--- config.mk ---
export PLATFORM = sky130hd
export DESIGN_NAME = skin_weight_top4_normalize
export DESIGN_NICKNAME = d
export VERILOG_FILES = /design/src/hw/rtl/skw_pkg.sv /design/src/hw/rtl/skw_cell.sv /design/src/hw/rtl/skw_div.sv /design/src/hw/rtl/skin_weight_top4_normalize.sv
export SDC_FILE = /design/constraint.sdc
export NUM_CORES = 1
export LEC_CHECK = 0
export ABC_AREA = 1
export BUFFER_PORTS_ARGS = -buffer_cell sky130_fd_sc_hd__buf_2
export CELL_PAD_IN_SITES_DETAIL_PLACEMENT = 0
export CELL_PAD_IN_SITES_GLOBAL_PLACEMENT = 1
export CORE_UTILIZATION = 39
export DETAILED_ROUTE_END_ITERATION = 10
export PLACE_DENSITY = 0.79
export SLEW_MARGIN = 20
export SYNTH_ARGS = -nofsm -noshare
export SYNTH_HDL_FRONTEND = slang
export SYNTH_SLANG_ARGS = --single-unit
--- constraint.sdc ---
create_clock -name i_clk -period 4 [get_ports i_clk]
set_input_delay 1.2 -clock i_clk [delete_from_list [all_inputs] [get_ports i_clk]]
set_output_delay 1.2 -clock i_clk [all_outputs]
set_load 0.1 [all_outputs]
--- src/hw/rtl/skw_pkg.sv ---
// shared types and constants for the skinning weight top-k normalizer
// no dependencies

package skw_pkg;

    localparam int JOINT_W      = 8;
    localparam int WEIGHT_W     = 17;
    localparam int DEF_KEEP     = 4;
    localparam int DEF_FRAC     = 16;
    localparam logic [WEIGHT_W-1:0] MIN_WEIGHT_RST = WEIGHT_W'(1);

    typedef struct packed {
        logic [JOINT_W-1:0]  joint_index;
        logic [WEIGHT_W-1:0] joint_weight;
        logic                last_influence;
        logic                no_influence;
    } t_in_req;

    typedef struct packed {
        logic [JOINT_W-1:0]  out_joint;
        logic [WEIGHT_W-1:0] out_weight;
        logic                last_of_run;
    } t_out_req;

    typedef struct packed {
        logic                valid;
        logic [JOINT_W-1:0]  joint;
        logic [WEIGHT_W-1:0] weight;
    } t_slot;

    typedef struct packed {
        logic insert;
        logic shift;
        logic clear;
    } t_cell_ctl;

endpackage

--- src/hw/rtl/skw_cell.sv ---
// one ranked slot of the insertion chain
// depends on skw_pkg

module skw_cell
    import skw_pkg::*;
(
    input  logic      i_clk,
    input  logic      i_rst_n,
    input  t_cell_ctl i_ctl,
    input  t_slot     i_new,
    input  logic      i_prev_ins,
    input  t_slot     i_prev,
    input  t_slot     i_next,
    output logic      o_ins,
    output t_slot     o_slot
);

    t_slot r_slot;

    // strict compare keeps the earlier arrival ahead on a tie
    assign o_ins  = !r_slot.valid || (i_new.weight > r_slot.weight);
    assign o_slot = r_slot;

    always_ff @(posedge i_clk) begin
        if (!i_rst_n) begin
            r_slot.valid <= 1'b0;
        end else if (i_ctl.clear) begin
            r_slot.valid <= 1'b0;
        end else if (i_ctl.shift) begin
            r_slot <= i_next;
        end else if (i_ctl.insert && o_ins) begin
            r_slot <= i_prev_ins ? i_prev : i_new;
        end
    end

endmodule

--- src/hw/rtl/skw_div.sv ---
// serial restoring divider, one quotient bit per cycle
// computes floor(dividend * 2^FRAC_BITS / divisor) for dividend <= divisor
// depends on skw_pkg

module skw_div
    import skw_pkg::*;
#(
    parameter int FRAC_BITS = DEF_FRAC,
    parameter int SUM_W     = WEIGHT_W + 3
) (
    input  logic                i_clk,
    input  logic                i_rst_n,
    input  logic                i_start,
    input  logic [WEIGHT_W-1:0] i_dividend,
    input  logic [SUM_W-1:0]    i_divisor,
    output logic                o_done,
    output logic [FRAC_BITS:0]  o_quot
);

    localparam int R_W   = SUM_W + 1;
    localparam int CNT_W = $clog2(FRAC_BITS + 2);

    logic [R_W-1:0]     r_rem;
    logic [SUM_W-1:0]   r_den;
    logic [FRAC_BITS:0] r_quot;
    logic [CNT_W-1:0]   r_cnt;
    logic               r_busy;
    logic               r_done;

    logic               q_bit;
    logic [R_W-1:0]     n_rem;

    assign q_bit = r_rem >= R_W'(r_den);
    assign n_rem = q_bit ? (r_rem - R_W'(r_den)) : r_rem;

    assign o_done = r_done;
    assign o_quot = r_quot;

    always_ff @(posedge i_clk) begin
        if (!i_rst_n) begin
            r_busy <= 1'b0;
            r_done <= 1'b0;
            r_cnt  <= '0;
        end else begin
            r_done <= 1'b0;
            if (i_start) begin
                r_busy <= 1'b1;
                r_cnt  <= CNT_W'(FRAC_BITS + 1);
                r_rem  <= R_W'(i_dividend);
                r_den  <= i_divisor;
                r_quot <= '0;
            end else if (r_busy) begin
                r_rem  <= n_rem << 1;
                r_quot <= {r_quot[FRAC_BITS-1:0], q_bit};
                r_cnt  <= r_cnt - CNT_W'(1);
                if (r_cnt == CNT_W'(1)) begin
                    r_busy <= 1'b0;
                    r_done <= 1'b1;
                end
            end
        end
    end

endmodule

--- src/hw/rtl/skin_weight_top4_normalize.sv ---
// top level: keeps the largest bone weights of a vertex and normalizes them
// depends on skw_pkg, skw_cell, skw_div
// throughput: one influence per cycle in S_IDLE; no request taken while computing or draining
// after the last influence each slot passes S_START, S_DIV (serial divider) if kept, and S_OUT,
// waiting there for i_out_ready; an empty slot yields weight 0, a zero sum one result of 1.0
// synchronous active-low reset empties all slots and sets min_weight to 1

module skin_weight_top4_normalize
    import skw_pkg::*;
#(
    parameter int KEEP_COUNT       = DEF_KEEP,
    parameter int WEIGHT_FRAC_BITS = DEF_FRAC
) (
    input  logic                i_clk,
    input  logic                i_rst_n,
    input  logic                i_in_valid,
    output logic                o_in_ready,
    input  t_in_req             i_in_data,
    output logic                o_out_valid,
    input  logic                i_out_ready,
    output t_out_req            o_out_data,
    input  logic                i_cfg_we,
    input  logic [WEIGHT_W-1:0] i_cfg_data
);

    localparam int SUM_W  = WEIGHT_W + $clog2(KEEP_COUNT + 1);
    localparam int SLOT_W = (KEEP_COUNT > 1) ? $clog2(KEEP_COUNT) : 1;
    localparam int Q_W    = WEIGHT_FRAC_BITS + 1;
    localparam logic [Q_W-1:0] ONE_Q = {1'b1, {WEIGHT_FRAC_BITS{1'b0}}};

    typedef enum logic [1:0] {
        S_IDLE,
        S_START,
        S_DIV,
        S_OUT
    } t_state;

    t_state              r_state;
    logic [WEIGHT_W-1:0] r_min_weight;
    logic [SUM_W-1:0]    r_sum;
    logic [SLOT_W-1:0]   r_slot_idx;
    logic                r_final;
    logic                r_out_valid;
    t_out_req            r_out;

    t_cell_ctl           cell_ctl;
    t_slot               new_slot;
    t_slot               slots [KEEP_COUNT];
    logic                ins   [KEEP_COUNT];

    logic                accept;
    logic                keep;
    logic                last_slot;
    logic                div_start;
    logic                div_done;
    logic [Q_W-1:0]      div_quot;
    logic [SUM_W-1:0]    drop_w;
    logic [Q_W+WEIGHT_W-1:0] quot_wide;
    logic [Q_W+WEIGHT_W-1:0] one_wide;

    assign accept    = i_in_valid && o_in_ready;
    assign keep      = !i_in_data.no_influence && (i_in_data.joint_weight >= r_min_weight);
    assign last_slot = r_slot_idx == SLOT_W'(KEEP_COUNT - 1);
    assign div_start = (r_state == S_START) && (r_sum != '0) && slots[0].valid;
    assign drop_w    = slots[KEEP_COUNT-1].valid ? SUM_W'(slots[KEEP_COUNT-1].weight) : '0;
    assign quot_wide = {{WEIGHT_W{1'b0}}, div_quot};
    assign one_wide  = {{WEIGHT_W{1'b0}}, ONE_Q};

    assign new_slot.valid  = 1'b1;
    assign new_slot.joint  = i_in_data.joint_index;
    assign new_slot.weight = i_in_data.joint_weight;

    assign o_in_ready  = r_state == S_IDLE;
    assign o_out_valid = r_out_valid;
    assign o_out_data  = r_out;

    always_comb begin
        cell_ctl.insert = accept && keep;
        cell_ctl.shift  = 1'b0;
        cell_ctl.clear  = 1'b0;
        if (r_state == S_OUT && i_out_ready) begin
            if (r_final || last_slot) begin
                cell_ctl.clear = 1'b1;
            end else begin
                cell_ctl.shift = 1'b1;
            end
        end
    end

    for (genvar k = 0; k < KEEP_COUNT; k++) begin : g_cell
        t_slot prev_slot;
        t_slot next_slot;
        logic  prev_ins;

        if (k == 0) begin : g_head
            assign prev_slot = '0;
            assign prev_ins  = 1'b0;
        end else begin : g_body
            assign prev_slot = slots[k-1];
            assign prev_ins  = ins[k-1];
        end

        if (k == KEEP_COUNT - 1) begin : g_tail
            assign next_slot = '0;
        end else begin : g_link
            assign next_slot = slots[k+1];
        end

        skw_cell u_cell (
            .i_clk      (i_clk),
            .i_rst_n    (i_rst_n),
            .i_ctl      (cell_ctl),
            .i_new      (new_slot),
            .i_prev_ins (prev_ins),
            .i_prev     (prev_slot),
            .i_next     (next_slot),
            .o_ins      (ins[k]),
            .o_slot     (slots[k])
        );
    end

    skw_div #(
        .FRAC_BITS (WEIGHT_FRAC_BITS),
        .SUM_W     (SUM_W)
    ) u_div (
        .i_clk      (i_clk),
        .i_rst_n    (i_rst_n),
        .i_start    (div_start),
        .i_dividend (slots[0].weight),
        .i_divisor  (r_sum),
        .o_done     (div_done),
        .o_quot     (div_quot)
    );

    always_ff @(posedge i_clk) begin
        if (!i_rst_n) begin
            r_min_weight <= MIN_WEIGHT_RST;
        end else if (i_cfg_we) begin
            r_min_weight <= i_cfg_data;
        end
    end

    always_ff @(posedge i_clk) begin
        if (!i_rst_n) begin
            r_state     <= S_IDLE;
            r_sum       <= '0;
            r_slot_idx  <= '0;
            r_final     <= 1'b0;
            r_out_valid <= 1'b0;
        end else begin
            unique case (r_state)
                S_IDLE: begin
                    if (accept) begin
                        if (keep && ins[KEEP_COUNT-1]) begin
                            r_sum <= r_sum + SUM_W'(i_in_data.joint_weight) - drop_w;
                        end
                        if (i_in_data.last_influence) begin
                            r_state <= S_START;
                        end
                    end
                end
                S_START: begin
                    if (r_sum == '0) begin
                        r_out.out_joint   <= '0;
                        r_out.out_weight  <= one_wide[WEIGHT_W-1:0];
                        r_out.last_of_run <= 1'b1;
                        r_final           <= 1'b1;
                        r_out_valid       <= 1'b1;
                        r_state           <= S_OUT;
                    end else if (slots[0].valid) begin
                        r_state <= S_DIV;
                    end else begin
                        r_out.out_joint   <= '0;
                        r_out.out_weight  <= '0;
                        r_out.last_of_run <= last_slot;
                        r_out_valid       <= 1'b1;
                        r_state           <= S_OUT;
                    end
                end
                S_DIV: begin
                    if (div_done) begin
                        r_out.out_joint   <= slots[0].joint;
                        r_out.out_weight  <= quot_wide[WEIGHT_W-1:0];
                        r_out.last_of_run <= last_slot;
                        r_out_valid       <= 1'b1;
                        r_state           <= S_OUT;
                    end
                end
                S_OUT: begin
                    if (i_out_ready) begin
                        r_out_valid <= 1'b0;
                        if (r_final || last_slot) begin
                            r_sum      <= '0;
                            r_slot_idx <= '0;
                            r_final    <= 1'b0;
                            r_state    <= S_IDLE;
                        end else begin
                            r_slot_idx <= r_slot_idx + SLOT_W'(1);
                            r_state    <= S_START;
                        end
                    end
                end
                default: begin
                    r_state <= S_IDLE;
                end
            endcase
        end
    end

endmodule
==> flow_metrics.tcl, run 1 <==
set metrics [dict create \
    vias_per_cell 4.99 \
    cts_setup_buffers 0 \
    setup.worst_path.start "i_in_data[6]" \
    worstPathArrival_ps 3670 \
    num_vias 13100 \
    path_class "in2reg" \
    synth_area_um2 15700 \
    critical_path.cell_chain "buf_2, ha_1, nand2_1, nor3_1, nand2_1, nand3_1, nand2_1, nand2_1, nand2_1, nor2_1, nand2_1, a21oi_2, buf_12" \
    crit_path_start_kind "input pin" \
    drive_gt1_share_pct 9.35 \
    clock_tree.root_cell "clkbuf_16" \
    peakVddDrop_v 0.000373 \
    timing.rr.start "g_cell[3].u_cell.o_slot[25]" \
    synth-async-reset-ratio_pct 0 \
    skew_ps 23.7 \
    rr_endpoint "r_sum[10]" \
    cts.clk_slew.worst_paths_ps 60 \
    final_util_pct 45.1 \
    endpoint "g_cell[0].u_cell.o_slot[8]" \
    yosys_warnings 0 \
    p_per_area_nw_per_um2 546 \
    antenna_left 0 \
    gp_congestion 0.909 \
    grt_use_total_pct 21.5 \
    finalNetCount 2284 \
    die_w_um 203 \
    r2r_slack_ps 950 \
    synth_ff_type "edfxtp_1" \
    yosysUniqueCellTypes 43 \
    htreeDepth 1 \
    setup_viol 0 \
    route.detailed.drc 0 \
    synthCells 1997 \
    die_y_um 203 \
    totalWireLength_mm 43.2 \
    dp_hpwl_mm 33.0 \
    rr_worst_depth 14 \
    fmax_mhz 294 \
    start_util_pct 39.5 \
    grt_antenna_before_repair 0 \
    cts_sinks 238 \
    worst_pin_slew_ps 944 \
    core_um2 39700 \
    routedWlPerCell_um 16.4 \
    path_buf_inv 2 \
    power_mw 9.78 \
    layout_min_cycle_time_ps 3410 \
    finalMaxSlewViolations 0 \
    drtIter0Drc 945 \
    path_common_cell "nand2_1" \
    maxCapViolCount 0 \
    clk_latency_ps 590 \
    antennaDiodeCount 0 \
    period_share_pct 85.2 \
    status "finished, final reports clean" \
    endpoint_kind "flop" \
    ys_seq_area_share_pct 42.1 \
    cts_resized 0 \
    syn_to_final_growth_pct 14.1 \
    grt_pass1_vias 12900 \
    finalSetupTns_ps 0 \
    synth_edf_count 184 \
    num_io_pins 77 \
    avgSynthCellArea_um2 7.86 \
    critPathTopFamily "simple AND/OR/NAND/NOR gates" \
    crit_fanout 21 \
    min_from "r_sum[0]" \
    crit_path_max_incr_delay_ps 380 \
    cp.depth 13 \
    syn_nets 2197 \
    drtPass1Iterations 5 \
    synth-seq-cells 238 \
    hold_buffers 0 \
    slew_headroom_pct 37.0 \
    cts_tree "yes" \
    slowest_stage "nor3_1" \
    clk_path_buf_depth 3 \
    design_area_um2 17900 \
    grt_start_max_net_pins 78 \
    mostFrequentLayoutCells "nand2_1 (469), inv_1 (345), edfxtp_1 (184)" \
    hold_class "reg2reg" \
    layout_commonest_cell "nand2_1" \
    hold_viol_final 0 \
    placed_cell_area_um2 16900 \
    worstPathRequired_ps 4270 \
    grt_setup_unrepaired "false" \
    gr-total-overflow 0 \
    io_buffers 76 \
    rows 73 \
    numCtsBuffers 28 \
    p_leak_nw 8.50 \
    die_area_um2 41100 \
    grt_pass1_wl_mm 70.0 \
]
[per-stage QoR]
step,std cells,setup slack (ps),hold WS [ps]
after CTS,2631,639,445
final,2631,594,453
after global routing,2631,412,452
after detailed placement,2579,39.7,429
after global placement,2579,53.9,420
after floorplan,1997,217,408
[worst register-to-register path, stage by stage (launching register included)]
cell     delay (ps)
dfxtp_1         370
buf_4           290
nand2_1         120
inv_1            90
fa_1            410
inv_1            80
ha_1            280
a21oi_1         260
nor2_1           60
nor2_1          210
nand3_1         240
o21ai_0         270
nand3_1         130
nand2_1          90
nor2_1           40
[state kept, by name (all words and copies together) (netlist names)]
| name | flops |
|---|---|
| r_sum | 20 |
| r_state | 2 |
| o_out_valid | 1 |
| u_div.r_rem | 21 |
| u_div.r_den | 20 |
| o_out_data | 26 |
| u_div.o_done | 1 |
| r_final | 1 |
| g_cell.u_cell.o_slot | 104 |
| u_div.o_quot | 17 |
| r_min_weight | 17 |
| u_div.r_busy | 1 |
| u_div.r_cnt | 5 |
| r_slot_idx | 2 |
[worst min path at each step]
stage	slack (ps)	to	cells after the start
floorplan	410	u_div.r_den[0]	0
global placement	420	u_div.r_den[0]	0
detailed placement	430	u_div.r_den[0]	0
CTS	440	u_div.r_den[0]	0
global route	450	u_div.r_den[0]	0
finish	450	u_div.r_den[0]	0
[power breakdown]
part / switching, mW / leakage [nW] / internal [mW] / total, mW
Sequential: 0.153 / 2.12 / 3.06 / 3.21
Combinational: 2.70 / 5.91 / 1.15 / 3.85
Clock: 1.13 / 0.468 / 1.59 / 2.72
[cells by family after synthesis]
logic type | share of synthesized area (%)
compound gates | 12.5
xor+xnor | 0.837
fa+ha+maj | 12.9
buf+inv | 10.3
flops | 42.1
simple gates | 21.4
[synthesized netlist by cell type, types with 5 or more instances]
cell | count | area (µm²)
nand2_1 | 469 | 1760
inv_1 | 346 | 1300
edfxtp_1 | 184 | 5530
o21ai_0 | 167 | 836
a21oi_1 | 160 | 801
nor2_1 | 150 | 563
nand3_1 | 135 | 676
ha_1 | 133 | 1660
dfxtp_1 | 54 | 1080
clkbuf_1 | 34 | 128
nand4_1 | 21 | 131
fa_1 | 18 | 360
buf_2 | 14 | 70.1
nor3_1 | 12 | 60.1
a21o_1 | 10 | 75.1
buf_1 | 10 | 37.5
xnor2_1 | 10 | 87.6
or2_2 | 9 | 56.3
o21a_1 | 6 | 45.0
buf_4 | 5 | 37.5
nand3b_1 | 5 | 37.5
xor2_1 | 5 | 43.8
[final cells by class]
cell class / count / area [µm²]
fillers: 3974 / 21800
clock buffers: 35 / 811
repair buffers: 124 / 828
well taps: 525 / 657
inverters: 348 / 1310
clock inverters: 17 / 189
flip-flops and latches: 238 / 6610
multi-input cells: 1344 / 7510
[layer usage]
metal | share of wire, % | global-route usage, % | vias up
met4 | 3.1 | 7.28 | 0
met2 | 46 | 35.8 | 319
met1 | 46 | 28.9 | 6022
met5 | 0 | 0 | -
met3 | 4.8 | 2.38 | 61
li1 | - | - | 6714
Note: power is estimated with default switching activity, not from simulation.
==> run 2: changes to the inputs <==
--- a/config.mk
+++ b/config.mk
@@ -5,13 +5,14 @@
 export SDC_FILE = /design/constraint.sdc
 export NUM_CORES = 1
 export LEC_CHECK = 0
-export ABC_AREA = 1
 export BUFFER_PORTS_ARGS = -buffer_cell sky130_fd_sc_hd__buf_2
 export CELL_PAD_IN_SITES_DETAIL_PLACEMENT = 0
 export CELL_PAD_IN_SITES_GLOBAL_PLACEMENT = 1
+export CORE_ASPECT_RATIO = 1.4
 export CORE_UTILIZATION = 39
 export DETAILED_ROUTE_END_ITERATION = 10
-export PLACE_DENSITY = 0.79
+export PLACE_DENSITY = 0.76
+export SKIP_LAST_GASP = 1
 export SLEW_MARGIN = 20
 export SYNTH_ARGS = -nofsm -noshare
 export SYNTH_HDL_FRONTEND = slang
==> run 2 against run 1 <==
Against the previous run:
- sequential power is 1% higher
- power is 8.3% lower
- critical path depth is 1 higher
- synthesized area is 2.8% lower
- via count is 11% lower
- clock skew is 9.7 ps lower
- setup slack worse by 350 ps
- routed wire length is 6.6% lower
- count of clock-buffer cells in the layout is 3 lower
==> flow_metrics.tcl, run 2 <==
set metrics [dict create \
    final_util_pct 46.0 \
    finalNetCount 1920 \
    yosys_warnings 0 \
    hold_class "reg2reg" \
    clk_latency_ps 560 \
    muxShareOfSynthArea_pct 6.72 \
    synth_edf_count 184 \
    largest_reg_flops 104 \
    num_io_pins 77 \
    drive_gt1_share_pct 15.1 \
    endpoint_kind "flop" \
    cts_sinks 238 \
    synth_ff_type "edfxtp_1" \
    grt_antenna_before_repair 0 \
    fmax_mhz 266 \
    htreeDepth 1 \
    post-place-ws_ps -313 \
    route.detailed.drc 0 \
    finalMaxSlewViolations 0 \
    p_per_area_nw_per_um2 507 \
    cp.depth 14 \
    synthCells 1602 \
    layout_commonest_cell "inv_1" \
    synthSimpleGateAreaFrac_pct 16.0 \
    grt_start_max_net_pins 113 \
    synth_adder_area_share_pct 13.3 \
    maxCapViolCount 0 \
    period_share_pct 94.0 \
    setup_slack_ps 240 \
    peakVddDrop_v 0.000293 \
    r2r_slack_ps 350 \
    critical_path.cell_chain "buf_2, inv_1, fa_1, inv_1, ha_1, a211oi_1, o21ai_0, a21o_1, a31o_2, a2111oi_0, nor3_1, xor2_1, nand3_1, a21oi_1" \
    avgSynthCellArea_um2 9.53 \
    synth_area_um2 15300 \
    drtPass1Iterations 6 \
    crit_path_start_kind "input pin" \
    die_area_um2 39900 \
    totalWireLength_mm 40.4 \
    synth_compound_area_share_pct 12.3 \
    path_class "in2reg" \
    die_w_um 169 \
    setup.worst_path.start "i_in_data[3]" \
    crit_path_max_incr_delay_ps 580 \
    status "finished, final reports clean" \
    num_vias 11700 \
    rows 85 \
    crit_fanout 3 \
    io_buffers 76 \
    dp_hpwl_mm 30.5 \
    grt_setup_unrepaired "false" \
    hold_buffers 0 \
    numCtsBuffers 26 \
    synth_top_family_by_area "simple AND/OR/NAND/NOR gates" \
    worst_pin_slew_ps 884 \
    grt_pass1_wl_mm 63.9 \
    syn_to_final_growth_pct 15.9 \
    gr-total-overflow 0 \
    slew_headroom_pct 41.0 \
    cts_resized 0 \
    hold_viol_final 0 \
    mostFrequentLayoutCells "inv_1 (195), edfxtp_1 (184), nor2_1 (174)" \
    routedWlPerCell_um 17.9 \
    antenna_left 0 \
    synth-seq-cells 238 \
    synth.area.top_cells "edfxtp_1 (36%), ha_1 (11%), dfxtp_1 (7.1%)" \
    fillers 3794 \
    cts.clk_slew.worst_paths_ps 60 \
    rr_endpoint "r_sum[16]" \
    slowest_stage "fa_1" \
    p_leak_nw 7.52 \
    synth_top_area_share_pct 36.2 \
    synth-async-reset-ratio_pct 0 \
    worstPathArrival_ps 4250 \
    cts_setup_buffers 0 \
    skew_ps 14.1 \
    path_common_cell "inv_1" \
    ys_seq_area_share_pct 43.3 \
    start_util_pct 39.6 \
    power_mw 8.96 \
    syn_nets 1802 \
    synth.most_common_cell "inv_1" \
    core_um2 38500 \
    clk_path_buf_depth 3 \
    setup_viol 0 \
    timing.rr.start "g_cell[3].u_cell.o_slot[0]" \
    rr_worst_depth 16 \
    post-synth-top-area-cell "edfxtp_1" \
    cts_tree "yes" \
    synth-xor-area-share_pct 1.72 \
    grt_pass1_vias 11700 \
    layout_min_cycle_time_ps 3760 \
    worstPathRequired_ps 4490 \
    vias_per_cell 5.16 \
    yosysUniqueCellTypes 72 \
    endpoint "r_sum[13]" \
    die_y_um 236 \
    gp_congestion 0.893 \
    drtIter0Drc 870 \
    critPathTopFamily "compound AO/OA/AOI/OAI gates" \
    clock_tree.root_cell "clkbuf_16" \
    path_buf_inv 3 \
    antennaDiodeCount 0 \
    grt_use_total_pct 20.6 \
    yosys-top-cells-count "inv_1 (195), edfxtp_1 (184), nor2_1 (176)" \
]
-- run 2: layout make-up --
cell class                 count  area (µm²)  share of cell area, %
clock buffer                  32         704                   3.98
clock inverter                16         146                  0.827
inverter                     196         736                   4.16
multi-input combinational   1105        7720                   43.6
sequential                   238        6610                   37.3
tap                          522         653                   3.69
timing repair buffer         153        1130                   6.38
-- run 2: logic make-up (layout without fill, tap and decap cells) --
group | Yosys count | after routing
AOI/OAI and AO/OA | 303 | 303
xor gates and xnor gates | 30 | 30
adders and majority gates | 151 | 151
buffers and inverters | 259 | 397
DFF | 238 | 238
muxes | 99 | 99
and+or+nand+nor | 522 | 522
-- run 2: per-stage QoR --
stage | setup TNS, ps | std cells | hold WS, ps | instance area [µm²]
5_1_grt | 0 | 2262 | 472 | 17700
3_3_place_gp | -21890 | 2213 | 440 | 16800
2_1_floorplan | 0 | 1602 | 429 | 15300
6_report | 0 | 2262 | 461 | 17700
4_1_cts | 0 | 2261 | 467 | 17700
3_5_place_dp | -26660 | 2213 | 452 | 16800
-- run 2: how the worst min path moves through the flow --
stage / start / to / slack (ps) / depth (start not counted)
after floorplan: r_sum[12] / u_div.r_den[12] / 430 / 0
after global placement: r_sum[14] / u_div.r_den[14] / 440 / 0
after detailed placement: r_sum[18] / u_div.r_den[18] / 450 / 0
after CTS: r_sum[18] / u_div.r_den[18] / 470 / 0
after global routing: r_sum[18] / u_div.r_den[18] / 470 / 0
final: r_sum[18] / u_div.r_den[18] / 460 / 0
-- run 2: worst reg2reg max path, stage by stage, from the launching register on --
cell and delay [ps]:
edfxtp_1 470, and2_1 210, ha_1 270, inv_1 60, ha_1 200, inv_1 70
fa_1 380, nor2b_1 180, o31ai_1 150, a2111oi_1 420, buf_4 190, nor2_1 70
o311ai_0 410, a21oi_1 140, xnor2_1 150, nand3_1 80, o31ai_1 70
-- run 2: where the power goes --
group / switching (mW) / leakage (nW) / internal (mW) / total, mW
Clock: 1.04 / 0.419 / 1.39 / 2.42
Combinational: 2.15 / 4.98 / 1.13 / 3.29
Sequential: 0.185 / 2.13 / 3.07 / 3.25
Total: 3.38 / 7.52 / 5.59 / 8.96
-- run 2: per-layer routing --
layer	up-vias	global-route usage [%]	share of wire (%)
li1	5795	-	-
met4	0	7.29	3.4
met1	5624	25.1	42
met3	53	1.53	3.1
met2	206	37.6	52
met5	-	0	0
